===== src/rtl/lex_pkg.sv =====
package lex_pkg;

  // Result field widths
  localparam int unsigned TypeW  = 4;
  localparam int unsigned StartW = 10;
  localparam int unsigned LenW   = 8;
  localparam int unsigned ByteW  = 8;

  // Default limits
  localparam int unsigned MAX_TOKEN_LEN_DEF = 128;
  localparam int unsigned TEXT_LIMIT_DEF    = 1024;

  // Result queue between scanner and output side
  localparam int unsigned QDepth = 4;
  localparam int unsigned QAw    = $clog2(QDepth);
  localparam int unsigned QCntW  = $clog2(QDepth + 1);

  // Token type codes
  localparam logic [TypeW-1:0] TOK_NUMBER = 4'd0;
  localparam logic [TypeW-1:0] TOK_IDENT  = 4'd1;
  localparam logic [TypeW-1:0] TOK_ASSIGN = 4'd2;
  localparam logic [TypeW-1:0] TOK_PLUS   = 4'd3;
  localparam logic [TypeW-1:0] TOK_MINUS  = 4'd4;
  localparam logic [TypeW-1:0] TOK_MUL    = 4'd5;
  localparam logic [TypeW-1:0] TOK_DIV    = 4'd6;
  localparam logic [TypeW-1:0] TOK_LPAREN = 4'd7;
  localparam logic [TypeW-1:0] TOK_RPAREN = 4'd8;
  localparam logic [TypeW-1:0] TOK_END    = 4'd9;

  // Character constants
  localparam logic [ByteW-1:0] CH_DOT    = 8'h2E;
  localparam logic [ByteW-1:0] CH_UNDER  = 8'h5F;
  localparam logic [ByteW-1:0] CH_ASSIGN = 8'h3D;
  localparam logic [ByteW-1:0] CH_PLUS   = 8'h2B;
  localparam logic [ByteW-1:0] CH_MINUS  = 8'h2D;
  localparam logic [ByteW-1:0] CH_STAR   = 8'h2A;
  localparam logic [ByteW-1:0] CH_SLASH  = 8'h2F;
  localparam logic [ByteW-1:0] CH_LPAREN = 8'h28;
  localparam logic [ByteW-1:0] CH_RPAREN = 8'h29;

  // One result word
  typedef struct packed {
    logic [TypeW-1:0]  tok_type;
    logic [StartW-1:0] start;
    logic [LenW-1:0]   len;
    logic              bad;
    logic [ByteW-1:0]  bad_byte;
    logic              last;
  } lex_result_t;

  // Words pushed by the scanner in one cycle
  typedef struct packed {
    logic [1:0]  num;
    lex_result_t r0;
    lex_result_t r1;
  } lex_push_t;

endpackage


===== src/rtl/expression_lexer.sv =====
// Channel  Direction  Handshake                 Word
// in       input      in_valid_i / in_ready_o   character_i, end_of_text_i
// out      output     out_valid_o / out_ready_i token_type_o .. last_of_run_o
//
// One character is taken per cycle while in_ready_o is high; each gives
// zero to two words. The queue drains one word per cycle while out_ready_i
// is high, so one result per character keeps pace; two per character do not.
// in_ready_o falls only when the four-word queue has room for fewer than two.
// Reset clears the scanner state and empties the queue; no clearing pass.
module expression_lexer #(
  parameter int unsigned MAX_TOKEN_LEN = lex_pkg::MAX_TOKEN_LEN_DEF,
  parameter int unsigned TEXT_LIMIT    = lex_pkg::TEXT_LIMIT_DEF
) (
  input  logic                        clk_i,
  input  logic                        rst_ni,
  input  logic                        in_valid_i,
  output logic                        in_ready_o,
  input  logic [lex_pkg::ByteW-1:0]   character_i,
  input  logic                        end_of_text_i,
  output logic                        out_valid_o,
  input  logic                        out_ready_i,
  output logic [lex_pkg::TypeW-1:0]   token_type_o,
  output logic [lex_pkg::StartW-1:0]  token_start_o,
  output logic [lex_pkg::LenW-1:0]    token_length_o,
  output logic                        bad_character_o,
  output logic [lex_pkg::ByteW-1:0]   offending_byte_o,
  output logic                        last_of_run_o
);
  import lex_pkg::*;

  logic        accept;
  lex_push_t   push;
  lex_result_t head;

  assign accept = in_valid_i && in_ready_o;

  lex_scan #(
    .MAX_TOKEN_LEN (MAX_TOKEN_LEN),
    .TEXT_LIMIT    (TEXT_LIMIT)
  ) u_scan (
    .clk_i         (clk_i),
    .rst_ni        (rst_ni),
    .accept_i      (accept),
    .character_i   (character_i),
    .end_of_text_i (end_of_text_i),
    .push_o        (push)
  );

  lex_queue u_queue (
    .clk_i       (clk_i),
    .rst_ni      (rst_ni),
    .push_i      (push),
    .space_o     (in_ready_o),
    .out_valid_o (out_valid_o),
    .out_ready_i (out_ready_i),
    .head_o      (head)
  );

  // Unpack the head word onto the ports
  assign token_type_o     = head.tok_type;
  assign token_start_o    = head.start;
  assign token_length_o   = head.len;
  assign bad_character_o  = head.bad;
  assign offending_byte_o = head.bad_byte;
  assign last_of_run_o    = head.last;

endmodule


===== src/rtl/lex_scan.sv =====
module lex_scan #(
  parameter int unsigned MAX_TOKEN_LEN = lex_pkg::MAX_TOKEN_LEN_DEF,
  parameter int unsigned TEXT_LIMIT    = lex_pkg::TEXT_LIMIT_DEF
) (
  input  logic                         clk_i,
  input  logic                         rst_ni,
  input  logic                         accept_i,
  input  logic [lex_pkg::ByteW-1:0]    character_i,
  input  logic                         end_of_text_i,
  output lex_pkg::lex_push_t           push_o
);
  import lex_pkg::*;

  localparam int unsigned CntW = $clog2(MAX_TOKEN_LEN + 1);
  localparam int unsigned PosW = $clog2(TEXT_LIMIT);
  localparam logic [CntW-1:0] CntMax = CntW'(MAX_TOKEN_LEN);
  localparam logic [PosW-1:0] PosMax = PosW'(TEXT_LIMIT - 1);

  localparam logic [1:0] MODE_IDLE   = 2'd0;
  localparam logic [1:0] MODE_NUMBER = 2'd1;
  localparam logic [1:0] MODE_IDENT  = 2'd2;
  localparam logic [1:0] MODE_HALTED = 2'd3;

  logic [1:0]      mode_q, mode_d, mode_mid;
  logic [PosW-1:0] begin_q, begin_d;
  logic [CntW-1:0] cnt_q, cnt_d;
  logic [PosW-1:0] pos_q, pos_d, pos_inc;
  logic            is_dig, is_let, is_blank, is_tok, cont, flush;
  logic [TypeW-1:0] op_type;
  logic            is_op;
  lex_result_t     emit;
  logic            do_emit;

  // Classify the incoming character
  always_comb begin
    is_dig   = character_i inside {[8'h30:8'h39]};
    is_let   = character_i inside {[8'h61:8'h7A], [8'h41:8'h5A]};
    is_blank = character_i inside {8'h20, [8'h09:8'h0D]};
    is_op    = 1'b1;
    case (character_i)
      CH_ASSIGN: op_type = TOK_ASSIGN;
      CH_PLUS:   op_type = TOK_PLUS;
      CH_MINUS:  op_type = TOK_MINUS;
      CH_STAR:   op_type = TOK_MUL;
      CH_SLASH:  op_type = TOK_DIV;
      CH_LPAREN: op_type = TOK_LPAREN;
      CH_RPAREN: op_type = TOK_RPAREN;
      default: begin
        op_type = TOK_NUMBER;
        is_op   = 1'b0;
      end
    endcase
  end

  assign pos_inc = (pos_q < PosMax) ? pos_q + 1'b1 : pos_q;

  // Work out the mode update and the words of this character
  always_comb begin
    mode_d   = mode_q;
    begin_d  = begin_q;
    cnt_d    = cnt_q;
    pos_d    = pos_q;
    mode_mid = mode_q;
    flush    = 1'b0;
    do_emit  = 1'b0;
    emit     = '0;
    push_o   = '0;
    is_tok   = (mode_q == MODE_NUMBER) || (mode_q == MODE_IDENT);
    if (mode_q == MODE_NUMBER) begin
      cont = !end_of_text_i && (is_dig || character_i == CH_DOT);
    end else begin
      cont = !end_of_text_i && (is_let || is_dig || character_i == CH_UNDER);
    end

    if (is_tok && cont) begin
      // extend the pending token
      if (cnt_q < CntMax) cnt_d = cnt_q + 1'b1;
      pos_d = pos_inc;
    end else begin
      if (is_tok) begin
        // close the pending token
        flush              = 1'b1;
        push_o.r0.tok_type = (mode_q == MODE_NUMBER) ? TOK_NUMBER : TOK_IDENT;
        push_o.r0.start    = StartW'(begin_q);
        push_o.r0.len      = LenW'(cnt_q);
        mode_mid           = MODE_IDLE;
        mode_d             = MODE_IDLE;
        cnt_d              = '0;
      end
      if (end_of_text_i) begin
        do_emit        = 1'b1;
        emit.tok_type  = TOK_END;
        emit.start     = StartW'(pos_q);
        mode_d         = MODE_IDLE;
        begin_d        = '0;
        cnt_d          = '0;
        pos_d          = '0;
      end else if (mode_mid != MODE_HALTED) begin
        if (is_blank) begin
          pos_d = pos_inc;
        end else if (is_dig) begin
          mode_d  = MODE_NUMBER;
          begin_d = pos_q;
          cnt_d   = CntW'(1);
          pos_d   = pos_inc;
        end else if (is_let || character_i == CH_UNDER) begin
          mode_d  = MODE_IDENT;
          begin_d = pos_q;
          cnt_d   = CntW'(1);
          pos_d   = pos_inc;
        end else if (is_op) begin
          do_emit       = 1'b1;
          emit.tok_type = op_type;
          emit.start    = StartW'(pos_q);
          emit.len      = LenW'(1);
          pos_d         = pos_inc;
        end else begin
          // illegal character: report and halt
          do_emit       = 1'b1;
          emit.tok_type = TOK_NUMBER;
          emit.start    = StartW'(pos_q);
          emit.bad      = 1'b1;
          emit.bad_byte = character_i;
          mode_d        = MODE_HALTED;
        end
      end
    end

    // Place the words and mark the final one
    if (flush && do_emit) begin
      push_o.num     = 2'd2;
      push_o.r1      = emit;
      push_o.r1.last = 1'b1;
    end else if (flush) begin
      push_o.num     = 2'd1;
      push_o.r0.last = 1'b1;
    end else if (do_emit) begin
      push_o.num     = 2'd1;
      push_o.r0      = emit;
      push_o.r0.last = 1'b1;
    end
    if (!accept_i) push_o.num = 2'd0;
  end

  // Hold the scanner state
  always_ff @(posedge clk_i or negedge rst_ni) begin
    if (!rst_ni) begin
      mode_q  <= MODE_IDLE;
      begin_q <= '0;
      cnt_q   <= '0;
      pos_q   <= '0;
    end else if (accept_i) begin
      mode_q  <= mode_d;
      begin_q <= begin_d;
      cnt_q   <= cnt_d;
      pos_q   <= pos_d;
    end
  end

endmodule


===== src/rtl/lex_queue.sv =====
module lex_queue (
  input  logic                  clk_i,
  input  logic                  rst_ni,
  input  lex_pkg::lex_push_t    push_i,
  output logic                  space_o,
  output logic                  out_valid_o,
  input  logic                  out_ready_i,
  output lex_pkg::lex_result_t  head_o
);
  import lex_pkg::*;

  lex_result_t      mem_q [QDepth];
  logic [QAw-1:0]   wr_q, rd_q;
  logic [QCntW-1:0] cnt_q;
  logic             pop;

  assign pop         = out_valid_o && out_ready_i;
  assign out_valid_o = (cnt_q != '0);
  assign head_o      = mem_q[rd_q];
  // room for the largest burst of one character
  assign space_o     = (cnt_q <= QCntW'(QDepth - 2));

  // Write up to two words
  always_ff @(posedge clk_i) begin
    if (push_i.num != 2'd0) mem_q[wr_q] <= push_i.r0;
    if (push_i.num == 2'd2) mem_q[wr_q + 1'b1] <= push_i.r1;
  end

  // Advance pointers and occupancy
  always_ff @(posedge clk_i or negedge rst_ni) begin
    if (!rst_ni) begin
      wr_q  <= '0;
      rd_q  <= '0;
      cnt_q <= '0;
    end else begin
      wr_q  <= wr_q + QAw'(push_i.num);
      rd_q  <= rd_q + QAw'(pop);
      cnt_q <= cnt_q + QCntW'(push_i.num) - QCntW'(pop);
    end
  end

`ifndef SYNTHESIS
  a_no_overflow: assert property (@(posedge clk_i) disable iff (!rst_ni)
    (push_i.num != 2'd0) |-> space_o)
    else $error("queue written without room");
  a_cnt_bound: assert property (@(posedge clk_i) disable iff (!rst_ni)
    cnt_q <= QCntW'(QDepth))
    else $error("queue occupancy out of range");
  a_cnt_track: assert property (@(posedge clk_i) disable iff (!rst_ni)
    (push_i.num == 2'd2 && !pop) |=> cnt_q == $past(cnt_q) + QCntW'(2))
    else $error("occupancy lost a double push");
  a_ptr_gap: assert property (@(posedge clk_i) disable iff (!rst_ni)
    (cnt_q != QCntW'(QDepth)) |-> (QAw'(wr_q - rd_q) == QAw'(cnt_q)))
    else $error("pointers disagree with occupancy");
`endif

endmodule


===== config.mk =====
export PLATFORM = sky130hd
export DESIGN_NAME = expression_lexer
export DESIGN_NICKNAME = d
export VERILOG_FILES = /design/src/rtl/lex_pkg.sv /design/src/rtl/expression_lexer.sv /design/src/rtl/lex_scan.sv /design/src/rtl/lex_queue.sv
export SDC_FILE = /design/constraint.sdc
export NUM_CORES = 1
export LEC_CHECK = 0
export ABC_AREA = 1
export BUFFER_PORTS_ARGS = -buffer_cell sky130_fd_sc_hd__buf_2
export CAP_MARGIN = 20
export CORE_MARGIN = 3
export CORE_UTILIZATION = 42
export CTS_BUF_LIST = sky130_fd_sc_hd__clkbuf_4 sky130_fd_sc_hd__clkbuf_8
export CTS_CLUSTER_DIAMETER = 40
export DETAILED_ROUTE_END_ITERATION = 7
export PLACE_DENSITY = 0.58
export RECOVER_POWER = 25
export SLEW_MARGIN = 20
export SYNTH_ARGS = -nofsm -noshare
export SYNTH_HDL_FRONTEND = slang
export SYNTH_HIERARCHICAL = 1
export SYNTH_SLANG_ARGS = --single-unit

===== constraint.sdc =====
create_clock -name clk_i -period 10.4 [get_ports clk_i]
set_input_delay 1.04 -clock clk_i [delete_from_list [all_inputs] [get_ports clk_i]]
set_output_delay 1.04 -clock clk_i [all_outputs]
set_load 0.02 [all_outputs]

==> metrics <==
Tot Pwr=about 2.7 mW; Clock Path Buffers=2; root buffer cell=clkbuf_8; PD cells=255 mW/mm²; final antenna-violating net count=0; fmax=approximately 180 MHz; Max Cap Violations=2; Row Count=55; Setup crit end kind=register; TritonCTS clock tree=built; worst-margin pin slew=about 3.2 ns; total track usage=a little under a fifth; Layout Utilization=a little under half; syn_area_per_cell=8.40 µm²; status=finished with violations; # diodes=0; Final Cycle Share=a little over half; latest clock arrival within the worst-skew pair=around 0.47 ns; Post-DP HPWL=about 16,000 µm; Synth Instances=about 1,200; Worst Path Required=between 10 and 15 ns; grt ovf=0; final WL=around 24,000 µm; Crit Path Class=primary input to register; Num CTS Buffers=17; r2r endpoint=u_queue/mem_q[1][30]$_DFFE_PP_; clk sinks=approximately 170; synth warn=6; Simple-Gate Fraction of Synth Area=23.7%; register area=around 0.0048 mm²; reg2reg setup slack=between 5 and 6 ns; CTS clk-pin slew, worst paths=roughly 0.09 ns; Hold Path Depth=2; Multi-input gate area=0.00430 mm²; Max-Slew Margin vs Limit=-116%; fin. max-slew vios=roughly 110; fillers=approximately 2,300; worst hold path class=register to register; final worst clock skew=roughly 0.020 ns; H-tree depth=4; drt initial violations=~460; post-synthesis adder-cell area fraction=1.46%; GPL Wtd Cong=roughly 0.84; Buffers on Ports=46; Total Die Area=about 0.026 mm²; # nets final=1,214; Worst setup SP type=primary input; RSZ-0062 raised after global routing=no; complex-gate fraction of the synthesized area=~16%; setup bufs post-CTS=0; DRT Pass-1 Iters=5; post-synthesis cell area=0.00995 mm²; WP data arrival=around 5.7 ns; I/O pin total=47; Synth Register Bits=around 170; Leak Pwr=between 3 and 4 nW; first-pass GRT wire length=~39,000 µm; Final Hold Vio Count=0; drt wl/cell=between 15 and 20 µm; Reg2Reg Depth=14; min Tclk post-route=around 5.6 ns; CTS Hold Bufs=0; core region area=approximately 0.023 mm²; start point of the critical path=end_of_text_i; largest net degree at the start of global routing=a little under 70; vias in the first global route=between 7,000 and 8,000; initial antenna violation count=0; Vert. Die Dim=160 µm; Setup TNS=0 ns; vias per cell=about 5; Seq/Total Area, Yosys=a little under half; most frequent cells in the layout=274 x nand2_1, 176 x nor2_1, 128 x edfxtp_1, 106 x o21ai_0, 86 x inv_1; Syn-to-layout area delta=6.01%; Crit Reg-Reg Startpoint=u_scan/mode_q[0]$_DFFE_PN0P_; failing checks=capacitance limit, slew limit; Final setup viols=0; count of cell types in the netlist=40; Residual DRC=0; Worst Hold Path EP=u_scan/begin_q[9]$_DFFE_PN0P_; commonest non-fill, non-tap cell in the layout=nand2_1; HP Start=u_scan/begin_q[9]$_DFFE_PN0P_; Starting Density=between 40% and 50%; Crit Path Max Fanout=39; largest family of logic cells by synthesized area=simple AND/OR/NAND/NOR gates; number of gates resized after CTS=0; mux cell area share after synthesis=0%; Max VDD drop=0.118 mV; routed via count=approximately 7,600; layout cell share with drive strength beyond 1=15.6%; die width=roughly 160 µm; Synth Area in XOR/XNOR=1.14%
[final cells by class]
| class | count | share of cell area [%] |
|---|---|---|
| flip-flops and latches | 165 | 45.2 |
| clock inverters | 15 | 1.77 |
| multi-input cells | 851 | 40.7 |
| clock buffers | 17 | 2.22 |
| repair buffers | 56 | 2.79 |
| inverters | 99 | 3.54 |
| well taps | 313 | 3.71 |
[how the worst max path moves through the flow]
stage	end	slack, ns	cells past startpoint
6_report	u_queue/mem_q[1][30]$_DFFE_PP_	4.83	15
5_1_grt	u_queue/mem_q[1][30]$_DFFE_PP_	4.43	15
4_1_cts	u_queue/mem_q[1][30]$_DFFE_PP_	5.69	15
3_5_place_dp	u_queue/mem_q[1][5]$_DFFE_PP_	5.20	15
3_3_place_gp	u_queue/mem_q[1][12]$_DFFE_PP_	5.22	14
2_1_floorplan	u_queue/mem_q[1][0]$_DFFE_PP_	4.83	15
[critical path, cell delays in order]
cell,delay [ns]
clkbuf_1,0.77
inv_1,0.61
nand2_1,0.18
inv_1,0.07
nand3_1,0.39
nand2_1,0.44
inv_1,0.14
ha_1,0.28
nand2_1,0.09
inv_1,0.11
nor2_4,0.18
nand2_2,0.47
buf_16,0.37
o31ai_4,0.06
buf_4,0.44
[flip-flops by register name, indices dropped and copies added (netlist names)]
signal,count
u_queue/cnt_q,3
u_queue/rd_q,2
u_scan/begin_q,10
u_scan/pos_q,10
u_queue/wr_q,2
u_scan/cnt_q,8
u_queue/mem_q,128
u_scan/mode_q,2
[logic make-up (layout without fill, tap and decap cells)]
logic type                 after synthesis  after routing
AOI/OAI and AO/OA                      270            270
adders and majority gates               11             11
and+or+nand+nor                        550            550
other                                    1              7
DFF                                    165            165
xor gates and xnor gates                13             13
buffers and inverters                  174            187
[synth_stat cells, drive strengths merged]
library cell | count | area [µm²]
nor4 | 1 | 6.26
fa | 1 | 20.0
and2 | 1 | 8.76
nand3b | 1 | 7.51
a211oi | 2 | 15.0
nor2 | 182 | 713
nand4 | 10 | 68.8
nor3 | 16 | 125
edfxtp | 128 | 3840
nand3 | 46 | 255
buf | 60 | 497
dfrtp | 37 | 926
conb | 1 | 3.75
xor2 | 11 | 96.3
o31ai | 3 | 22.5
o21ai | 253 | 1520
inv | 98 | 370
nand2 | 293 | 1170
ha | 10 | 125
a21oi | 11 | 58.8
xnor2 | 2 | 17.5
o22ai | 1 | 12.5
clkinv | 1 | 3.75
clkbuf | 15 | 61.3
[power by group]
part	total (mW)	switching, mW	internal [mW]
clock	0.493	0.268	0.225
combinational	1.22	0.903	0.320
sequential	0.969	0.0589	0.910
total	2.68	1.23	1.45
[per-layer routing]
| layer | wire, µm | part of all wire (%) | global-route usage [%] | up-vias |
|---|---|---|---|---|
| met5 | 0 | 0 | 0 | - |
| met4 | 227 | 0.96 | 4.62 | 0 |
| met3 | 1220 | 5.2 | 3.29 | 14 |
| met2 | 10800 | 46 | 30.1 | 160 |
| met1 | 11200 | 48 | 26.8 | 3528 |
| li1 | - | - | - | 3923 |
[stage by stage]
stage	instance area, µm²	hold slack (ns)	setup slack (ns)	cells
after global routing	10500	0.508	4.43	1516
after detailed placement	10200	0.463	5.20	1484
after CTS	10600	0.486	5.69	1516
final	10500	0.484	4.83	1516
after floorplan	9970	0.442	4.83	1190
after global placement	10200	0.457	5.22	1483
Note: power is estimated with default switching activity, not from simulation.
